File: src/rtl/sc_pkg.sv
`timescale 1ns / 1ps
// shared constants, widths and types for the fixed-point sine/cosine pipeline
// no dependencies; imported by sc_fold, sc_poly and fixed_point_sine_cosine_top
package sc_pkg;

	// angular resolution, power of two
	localparam int TABLE_SIZE  = 8192;
	localparam int IDX_W       = $clog2(TABLE_SIZE);
	localparam int QUARTER     = TABLE_SIZE / 4;
	localparam int HALF        = TABLE_SIZE / 2;
	localparam int QTR_SH      = $clog2(QUARTER);
	localparam int PP_W        = IDX_W - 1;
	localparam int FOLD_W      = QTR_SH;

	localparam int FIX_ONE     = 65536;
	localparam int HALF_PI_FIX = 102944;

	// operand widths of the polynomial terms, first quadrant only
	localparam int X_W   = 17;
	localparam int X2_W  = 18;
	localparam int X3_W  = 18;
	localparam int X5_W  = 20;
	localparam int X7_W  = 21;
	localparam int Q_W   = 16;
	localparam int MAG_W = 17;
	localparam int VAL_W = 18;

	typedef struct packed {
		logic neg;
		logic force_en;
		logic force_one;
	} sc_ctl_t;

endpackage

File: src/rtl/sc_fold.sv
`timescale 1ns / 1ps
// input register and quadrant fold: angle to index, cosine offset, sign and fold
// depends on sc_pkg
module sc_fold (
	input  logic                   clk,
	input  logic                   arst_n,
	input  logic                   accept,
	input  logic                   req_type,
	input  logic [31:0]            angle,
	output logic                   valid_s2,
	output sc_pkg::sc_ctl_t        ctl_s2,
	output logic [sc_pkg::FOLD_W-1:0] fold_s2
);
	import sc_pkg::*;

	logic              valid_s1;
	logic              req_s1;
	logic [31:0]       angle_s1;
	logic [IDX_W-1:0]  idx;
	logic [IDX_W-1:0]  p;
	logic [PP_W-1:0]   pp;
	logic [PP_W-1:0]   fold_full;
	sc_ctl_t           ctl;

	always_ff @(posedge clk or negedge arst_n) begin
		if (!arst_n) begin
			valid_s1 <= 1'b0;
			valid_s2 <= 1'b0;
		end else begin
			valid_s1 <= accept;
			valid_s2 <= valid_s1;
		end
	end

	always_comb begin
		idx           = angle_s1[31 -: IDX_W];
		p             = idx + (req_s1 ? IDX_W'(QUARTER) : '0);
		pp            = p[PP_W-1:0];
		fold_full     = (pp > PP_W'(QUARTER)) ? ('0 - pp) : pp;
		ctl.neg       = p[IDX_W-1];
		ctl.force_one = (pp == PP_W'(QUARTER));
		ctl.force_en  = ctl.force_one || (pp == '0);
	end

	always_ff @(posedge clk) begin
		req_s1   <= req_type;
		angle_s1 <= angle;
		ctl_s2   <= ctl;
		fold_s2  <= fold_full[FOLD_W-1:0];
	end

endmodule

File: src/rtl/sc_poly.sv
`timescale 1ns / 1ps
// taylor polynomial pipeline: x scaling, odd powers, constant divides, sum and clamp
// depends on sc_pkg
module sc_poly (
	input  logic                     clk,
	input  logic                     arst_n,
	input  logic                     valid_s2,
	input  sc_pkg::sc_ctl_t          ctl_s2,
	input  logic [sc_pkg::FOLD_W-1:0] fold_s2,
	output logic                     valid_s9,
	output sc_pkg::sc_ctl_t          ctl_s9,
	output logic [sc_pkg::MAG_W-1:0] mag
);
	import sc_pkg::*;

	localparam int DIV_SH = 24;
	localparam logic [23:0] R6    = 24'((1 << DIV_SH) / 6);
	localparam logic [23:0] R120  = 24'((1 << DIV_SH) / 120);
	localparam logic [23:0] R5040 = 24'((1 << DIV_SH) / 5040);

	// reciprocal estimate, at most one below the true quotient
	function automatic logic [Q_W-1:0] recip(input logic [X7_W-1:0] n, input logic [23:0] r);
		logic [X7_W+23:0] prod;
		prod = (X7_W+24)'(n) * (X7_W+24)'(r);
		return prod[DIV_SH +: Q_W];
	endfunction

	function automatic logic [Q_W-1:0] div_fix(input logic [X7_W-1:0] n,
			input logic [Q_W-1:0] q0, input logic [12:0] d);
		logic [Q_W+12:0] t;
		t = ((Q_W+13)'(q0) + (Q_W+13)'(1)) * (Q_W+13)'(d);
		return (t <= (Q_W+13)'(n)) ? (q0 + Q_W'(1)) : q0;
	endfunction

	logic [6:0] valid_q;
	sc_ctl_t    ctl_s3, ctl_s4, ctl_s5, ctl_s6, ctl_s7, ctl_s8;

	logic [FOLD_W+X_W-1:0] p_x;
	logic [2*X_W-1:0]      p_x2;
	logic [X2_W+X_W-1:0]   p_x3;
	logic [X3_W+X2_W-1:0]  p_x5;
	logic [X5_W+X2_W-1:0]  p_x7;

	logic [X_W-1:0]  x_s3, x_s4, x_s5, x_s6, x_s7, x_s8, x_s9;
	logic [X2_W-1:0] x2_s4, x2_s5, x2_s6;
	logic [X3_W-1:0] x3_s5, x3_s6;
	logic [X5_W-1:0] x5_s6, x5_s7;
	logic [X7_W-1:0] x7_s7, x7_s8;
	logic [Q_W-1:0]  q3a_s6, q3_s7, q3_s8, q3_s9;
	logic [Q_W-1:0]  q5a_s7, q5_s8, q5_s9;
	logic [Q_W-1:0]  q7a_s8, q7_s9;
	logic signed [19:0] v;

	always_ff @(posedge clk or negedge arst_n) begin
		if (!arst_n) begin
			valid_q <= '0;
		end else begin
			valid_q <= {valid_q[5:0], valid_s2};
		end
	end
	assign valid_s9 = valid_q[6];

	always_comb begin
		p_x  = (FOLD_W+X_W)'(fold_s2) * (FOLD_W+X_W)'(HALF_PI_FIX);
		p_x2 = (2*X_W)'(x_s3) * (2*X_W)'(x_s3);
		p_x3 = (X2_W+X_W)'(x2_s4) * (X2_W+X_W)'(x_s4);
		p_x5 = (X3_W+X2_W)'(x3_s5) * (X3_W+X2_W)'(x2_s5);
		p_x7 = (X5_W+X2_W)'(x5_s6) * (X5_W+X2_W)'(x2_s6);
	end

	always_ff @(posedge clk) begin
		ctl_s3 <= ctl_s2;
		x_s3   <= p_x[QTR_SH +: X_W];

		ctl_s4 <= ctl_s3;
		x_s4   <= x_s3;
		x2_s4  <= p_x2[16 +: X2_W];

		ctl_s5 <= ctl_s4;
		x_s5   <= x_s4;
		x2_s5  <= x2_s4;
		x3_s5  <= p_x3[16 +: X3_W];

		ctl_s6 <= ctl_s5;
		x_s6   <= x_s5;
		x2_s6  <= x2_s5;
		x3_s6  <= x3_s5;
		x5_s6  <= p_x5[16 +: X5_W];
		q3a_s6 <= recip(X7_W'(x3_s5), R6);

		ctl_s7 <= ctl_s6;
		x_s7   <= x_s6;
		x5_s7  <= x5_s6;
		x7_s7  <= p_x7[16 +: X7_W];
		q3_s7  <= div_fix(X7_W'(x3_s6), q3a_s6, 13'd6);
		q5a_s7 <= recip(X7_W'(x5_s6), R120);

		ctl_s8 <= ctl_s7;
		x_s8   <= x_s7;
		x7_s8  <= x7_s7;
		q3_s8  <= q3_s7;
		q5_s8  <= div_fix(X7_W'(x5_s7), q5a_s7, 13'd120);
		q7a_s8 <= recip(x7_s7, R5040);

		ctl_s9 <= ctl_s8;
		x_s9   <= x_s8;
		q3_s9  <= q3_s8;
		q5_s9  <= q5_s8;
		q7_s9  <= div_fix(x7_s8, q7a_s8, 13'd5040);
	end

	always_comb begin
		v = 20'(x_s9) - 20'(q3_s9) + 20'(q5_s9) - 20'(q7_s9);
		if (v > 20'sd65536) begin
			mag = MAG_W'(FIX_ONE);
		end else if (v < 20'sd0) begin
			mag = '0;
		end else begin
			mag = v[MAG_W-1:0];
		end
	end

endmodule

File: src/rtl/fixed_point_sine_cosine_top.sv
`timescale 1ns / 1ps
// top level of the fixed-point sine/cosine pipeline
// depends on sc_pkg, sc_fold and sc_poly
// a transaction passes through the fold registers s1 and s2, the polynomial stages s3 to s9 and the output register
// throughput: one transaction per cycle, set by the fully pipelined multiplier chain
// busy is always low and the result cannot be held off by the receiver
// reset clears all valid bits at once; no clearing pass is needed
module fixed_point_sine_cosine_top (
	input  logic                            clk,
	input  logic                            arst_n,
	input  logic                            start,
	output logic                            busy,
	input  logic                            req_type,
	input  logic [31:0]                     angle,
	output logic                            done,
	output logic signed [sc_pkg::VAL_W-1:0] value
);
	import sc_pkg::*;

	logic                 accept;
	logic                 valid_s2;
	sc_ctl_t              ctl_s2;
	logic [FOLD_W-1:0]    fold_s2;
	logic                 valid_s9;
	sc_ctl_t              ctl_s9;
	logic [MAG_W-1:0]     mag;
	logic [MAG_W-1:0]     mag_f;
	logic                 done_q;
	logic [VAL_W-1:0]     value_q;

	assign busy   = 1'b0;
	assign accept = start && !busy;

	sc_fold u_fold (
		.clk      (clk),
		.arst_n   (arst_n),
		.accept   (accept),
		.req_type (req_type),
		.angle    (angle),
		.valid_s2 (valid_s2),
		.ctl_s2   (ctl_s2),
		.fold_s2  (fold_s2)
	);

	sc_poly u_poly (
		.clk      (clk),
		.arst_n   (arst_n),
		.valid_s2 (valid_s2),
		.ctl_s2   (ctl_s2),
		.fold_s2  (fold_s2),
		.valid_s9 (valid_s9),
		.ctl_s9   (ctl_s9),
		.mag      (mag)
	);

	// exact values at the quadrant points
	assign mag_f = ctl_s9.force_en ? (ctl_s9.force_one ? MAG_W'(FIX_ONE) : '0) : mag;

	always_ff @(posedge clk or negedge arst_n) begin
		if (!arst_n) begin
			done_q <= 1'b0;
		end else begin
			done_q <= valid_s9;
		end
	end

	always_ff @(posedge clk) begin
		value_q <= ctl_s9.neg ? ('0 - VAL_W'(mag_f)) : VAL_W'(mag_f);
	end

	assign done  = done_q;
	assign value = $signed(value_q);

	a_latency: assert property (@(posedge clk) disable iff (!arst_n)
		accept |-> ##10 done)
		else $error("accepted transaction did not complete after ten cycles");

	a_no_spurious: assert property (@(posedge clk) disable iff (!arst_n)
		done |-> $past(accept, 10))
		else $error("result without a matching transaction");

	a_range: assert property (@(posedge clk) disable iff (!arst_n)
		done |-> (value >= -18'sd65536) && (value <= 18'sd65536))
		else $error("result out of range");

	a_force_one: assert property (@(posedge clk) disable iff (!arst_n)
		(valid_s9 && ctl_s9.force_en && ctl_s9.force_one && !ctl_s9.neg)
			|=> (value == 18'sd65536))
		else $error("quarter point not forced to one");

endmodule
File: config.mk
export PLATFORM = sky130hd
export DESIGN_NAME = fixed_point_sine_cosine_top
export DESIGN_NICKNAME = d
export VERILOG_FILES = /design/src/rtl/sc_pkg.sv /design/src/rtl/sc_fold.sv /design/src/rtl/sc_poly.sv /design/src/rtl/fixed_point_sine_cosine_top.sv
export SDC_FILE = /design/constraint.sdc
export NUM_CORES = 2
export LEC_CHECK = 0
export CORE_AREA = 2 2 409 411
export CTS_CLUSTER_DIAMETER = 40
export CTS_CLUSTER_SIZE = 24
export DETAILED_ROUTE_END_ITERATION = 12
export DIE_AREA = 0 0 411 413
export DONT_BUFFER_PORTS = 1
export GPL_TIMING_DRIVEN = 0
export HOLD_SLACK_MARGIN = 0.02
export PLACE_DENSITY = 0.63
export SYNTH_ARGS = -nofsm -noshare
export SYNTH_HDL_FRONTEND = slang
export SYNTH_SLANG_ARGS = --single-unit
export TNS_END_PERCENT = 50
File: constraint.sdc
create_clock -name clk -period 13.9 [get_ports clk]
set_input_delay 1.39 -clock clk [delete_from_list [all_inputs] [get_ports clk]]
set_output_delay 1.39 -clock clk [all_outputs]
set_load 0.01 [all_outputs]
==> tab_implementation.tex <==
\begin{tabular}{lr}
\hline
Metric & Value \\
\hline
\multicolumn{2}{l}{\textbf{Synth}} \\
Top flip-flop cell by instance count after synthesis & dfxtp\_1 \\
Count of state elements after synthesis & 495 \\
Avg Synthesized Cell Area & 9.47 um\^{}2 \\
Fraction of synthesized area in multiplexers & less than 1\% \\
Sequential element share of the synthesized area & between 10\% and 20\% \\
Distinct cell type count of the synthesized netlist & 83 \\
Synthesized-area fraction occupied by ao, oa, aoi and oai cells & 5.44\% \\
Main combinational cell family by area after synthesis & adder cells \\
Post-synthesis xor/xnor area fraction & 3.83\% \\
Number of instances in the synthesized netlist & 6956 \\
Simple-gate share of the synthesized area & a little under an eighth \\
Netlist Area Pre-Place & roughly 0.066 mm\^{}2 \\
Share of synthesized cell area in full adder, half adder and majority cells & $\sim$53\% \\
Number of synthesis warnings & 0 \\
Post-Synthesis Net Count & $\sim$9100 \\
Share of synthesized flip-flops with an asynchronous set or reset & under 10\% \\
Number of enable-type register cells in the synthesized netlist & 0 \\
\multicolumn{2}{l}{\textbf{Critical path}} \\
Worst setup startpoint & u\_poly.q7a\_s8[1] \\
CP Launch Type & flop \\
Capturing instance or port of the critical path & u\_poly.q7\_s9[1] \\
Arrival time reported for the critical path endpoint & 9050 ps \\
Terminus of the critical flop-to-flop path & u\_poly.q7\_s9[1] \\
Largest incremental delay on the critical path & between 1000 and 1500 ps \\
Maximum fanout along the worst path & 10 \\
Endpoint required time on the critical path & 14460 ps \\
Crit Path Class & flop to flop \\
Slack of the worst reg-to-reg path & between 5000 and 6000 ps \\
Worst setup EP type & flop \\
Master of the slowest instance on the critical path & a2111oi\_2 \\
Most prevalent standard cell on the critical path & ha\_1 \\
Reg-to-reg critical path startpoint & u\_poly.q7a\_s8[1] \\
Cells on worst reg2reg path & 30 \\
\multicolumn{2}{l}{\textbf{Finish}} \\
Layout area overhead & 7.91\% \\
Utilization after layout & 42.8\% \\
Final instance area & 0.0711 mm\^{}2 \\
Fraction of final layout cells with drive strength greater than 1 & $\sim$2.2\% \\
Final layout net count & about 9000 \\
Layout fillers & approximately 16000 \\
\multicolumn{2}{l}{\textbf{STA}} \\
Hold\_ws & 310 ps \\
Post-route minimum period & 8490 ps \\
RSZ-0062 raised after global routing & false \\
Max Transition Viols Final & 0 \\
Relative max-transition margin & a little over a quarter \\
Maximum clock frequency & between 100 and 150 MHz \\
Worst Max-Slew Pin Slew & 1100 ps \\
Worst Clk Skew & between 50 and 60 ps \\
Hold Fails Final Rpt & 0 \\
Total negative setup slack & 0 ps \\
Portion of the clock cycle consumed by the worst path in the final layout & between 60 and 70\% \\
Endpoints failing setup & 0 \\
\multicolumn{2}{l}{\textbf{Floorplan}} \\
Number of ports placed on the die boundary & 56 \\
DIE HEIGHT & a little over 400 um \\
Core region area & 0.166 mm\^{}2 \\
Initial Utilization & approximately 40\% \\
Width of the die & between 400 and 500 um \\
Total Die Area & approximately 0.17 mm\^{}2 \\
Number of rows in the core area & 150 \\
\multicolumn{2}{l}{\textbf{Routing}} \\
Via total after detailed routing & between 40000 and 50000 \\
Final ANT Viol Nets & 0 \\
DRC Markers & 0 \\
WL per Instance & roughly 17 um \\
Length of the first detailed-routing pass in iterations & 5 \\
Count of routing violations after the opening detailed-route iteration & $\sim$2100 \\
Via density per instance & between 4 and 5 \\
Final wirelength & around 150 mm \\
\multicolumn{2}{l}{\textbf{Clock network}} \\
Depth of the CTS H-tree & 2 \\
CTS tree & built \\
Number of buffers added by the clock tree synthesis step & $\sim$60 \\
CTS Root Cell & clkbuf\_16 \\
Worst skew pair latency & 700 ps \\
Number of buffers on the longest clock path & 3 \\
Total number of clock tree sinks & roughly 500 \\
Number of resized instances in the post-cts repair step & 0 \\
Hold buffer count at CTS & 0 \\
Register clock-pin slew on the reported worst setup and hold paths & 80 ps \\
Post-CTS Repair Setup Buffers & 0 \\
\multicolumn{2}{l}{\textbf{Placed design}} \\
Placed cell areas & between 0.06 and 0.07 mm\^{}2 \\
Detailed-placement wirelength estimate & roughly 130 mm \\
Number of port buffers & 0 \\
Placer congestion estimate & 0.927 \\
\multicolumn{2}{l}{\textbf{Min path}} \\
Path type of the worst min-delay path & flop to flop \\
\multicolumn{2}{l}{\textbf{Global route}} \\
Grt total ovfl & 0 \\
Number of antenna violations at the first check in global routing & 4 \\
GRT Resource Usage Total & 18.8\% \\
Largest net degree at the start of global routing & 25 \\
Global-route wire length before repair & about 260 mm \\
Number of global-route vias before repair & 48900 \\
\multicolumn{2}{l}{\textbf{Flow run}} \\
Max cap viols & 0 \\
\multicolumn{2}{l}{\textbf{Outcome}} \\
Outcome & finished clean \\
\hline
\end{tabular}
==> state kept, by name, summed over array words and instances, names as in the netlist, 18 cells and up <==
register	count
u_poly.x2_s4	18
u_poly.x2_s5	18
u_poly.x2_s6	18
u_poly.x3_s5	18
u_poly.x3_s6	18
u_poly.x5_s6	20
u_poly.x5_s7	20
u_poly.x7_s7	21
u_poly.x7_s8	21
value	18
==> logic make-up after synthesis <==
family | Yosys count
buffers and inverters | 1883
and+or+nand+nor | 1661
xor gates and xnor gates | 288
AOI/OAI and AO/OA | 540
DFF | 495
other | 1
adders and majority gates | 2081
muxes | 7
==> cell type report <==
| cell class | count | area (um^2) | share of cell area [%] |
|---|---|---|---|
| Clock buffer | 63 | 1550 | 2.19 |
| Sequential cell | 495 | 9960 | 14.0 |
| Inverter | 1671 | 6270 | 8.82 |
| Antenna cell | 1 | 2.50 | 0.00352 |
| Buffer | 212 | 811 | 1.14 |
| Timing Repair Buffer | 1 | 10.0 | 0.0141 |
| Tap cell | 2204 | 2760 | 3.88 |
| Clock inverter | 53 | 886 | 1.25 |
| Multi-Input combinational cell | 4578 | 48800 | 68.7 |
==> cells in the final DEF, fill, tap and decap left out, types with 10 or more instances in the layout <==
cell type  netlist  routed
or3_1           12      12
dfxtp_1        485     485
nand4_1         26      26
inv_12           0      11
and2_1         396     396
a31oi_1         29      29
xor2_1          97      97
or2_2           10      10
o211ai_1        11      11
o21a_1          36      36
nor2b_1         37      37
o21ai_0        112     112
dfrtp_1         10      10
o21bai_1        24      24
inv_1         1669    1669
a211oi_1        23      23
clkbuf_1       206     206
nand3_1         65      65
nor3_1          51      51
fa_1          1163    1163
xnor2_1        191     191
and3_1          40      40
nand2_1        814     814
inv_16           0      11
clkbuf_16        0      61
ha_1           918     918
a21o_1          71      71
a21oi_1        136     136
nor2_1         161     161
nand2b_1        21      21
==> worst max-delay path, delay by kind of cell (launching register included) <==
kind                     cells  cell delay, ps
multiplexers                 1             460
AND/OR/NAND/NOR              4             630
flip-flops                   1             450
adder cells (fa/ha/maj)      7            2490
AO/OA/AOI/OAI               13            3470
XOR/XNOR                     1             680
buffers and inverters        4             190
==> metal layers <==
metal  routed length (um)  vias to the layer above  global-route usage, %
met2                74200                     1040                   32.0
met1                67200                    22600                   24.7
met3                 8190                      246                   2.68
met4                 4450                        4                   5.59
met5                   27                        -                      0
li1                     -                    21200                      -
==> worst min-delay path by stage <==
| stage | endpoint | startpoint | slack, ps | depth (start not counted) |
|---|---|---|---|---|
| final | u_poly.q3_s9[2] | u_poly.q3_s8[2] | 310 | 0 |
| after global routing | u_poly.q3_s9[2] | u_poly.q3_s8[2] | 310 | 0 |
| after CTS | u_poly.q3_s9[2] | u_poly.q3_s8[2] | 290 | 0 |
| after detailed placement | u_poly.q3_s8[12] | u_poly.q3_s7[12] | 310 | 0 |
| after global placement | u_poly.x_s7[3] | u_poly.x_s6[3] | 310 | 0 |
| after floorplan | u_poly.ctl_s3[0] | u_fold.ctl_s2[0] | 310 | 0 |
==> cells in the mapped netlist (all sizes together) (9+ instances only) <==
library cell	n	area share, %
nand3	65	0.49
nand2	814	4.6
o211ai	11	0.13
or2	10	0.095
nand2b	21	0.20
dfxtp	485	15
xnor2	191	2.5
a21oi	136	1.0
o31ai	9	0.10
or3	12	0.11
nor2b	37	0.35
fa	1163	35
a21o	72	0.82
ha	918	17
and3	41	0.40
a211oi	23	0.26
nor2	161	0.92
and2	396	3.8
xor2	97	1.3
o21bai	24	0.27
nor3	51	0.39
clkbuf	206	1.2
nand4	26	0.25
a31oi	29	0.28
a2111oi	9	0.16
inv	1670	9.5
dfrtp	10	0.38
o21a	36	0.41
o21ai	115	0.87
==> stage by stage <==
stage,setup WS [ps],cells
after floorplan,6970,6956
after global placement,4710,9160
after detailed placement,5520,9161
after CTS,5460,9277
after global routing,4690,9277
final,5410,9278
Power is left out: the tool's default activity adds up to more than one toggle a clock period on the data nets, which glitch-free logic cannot reach.
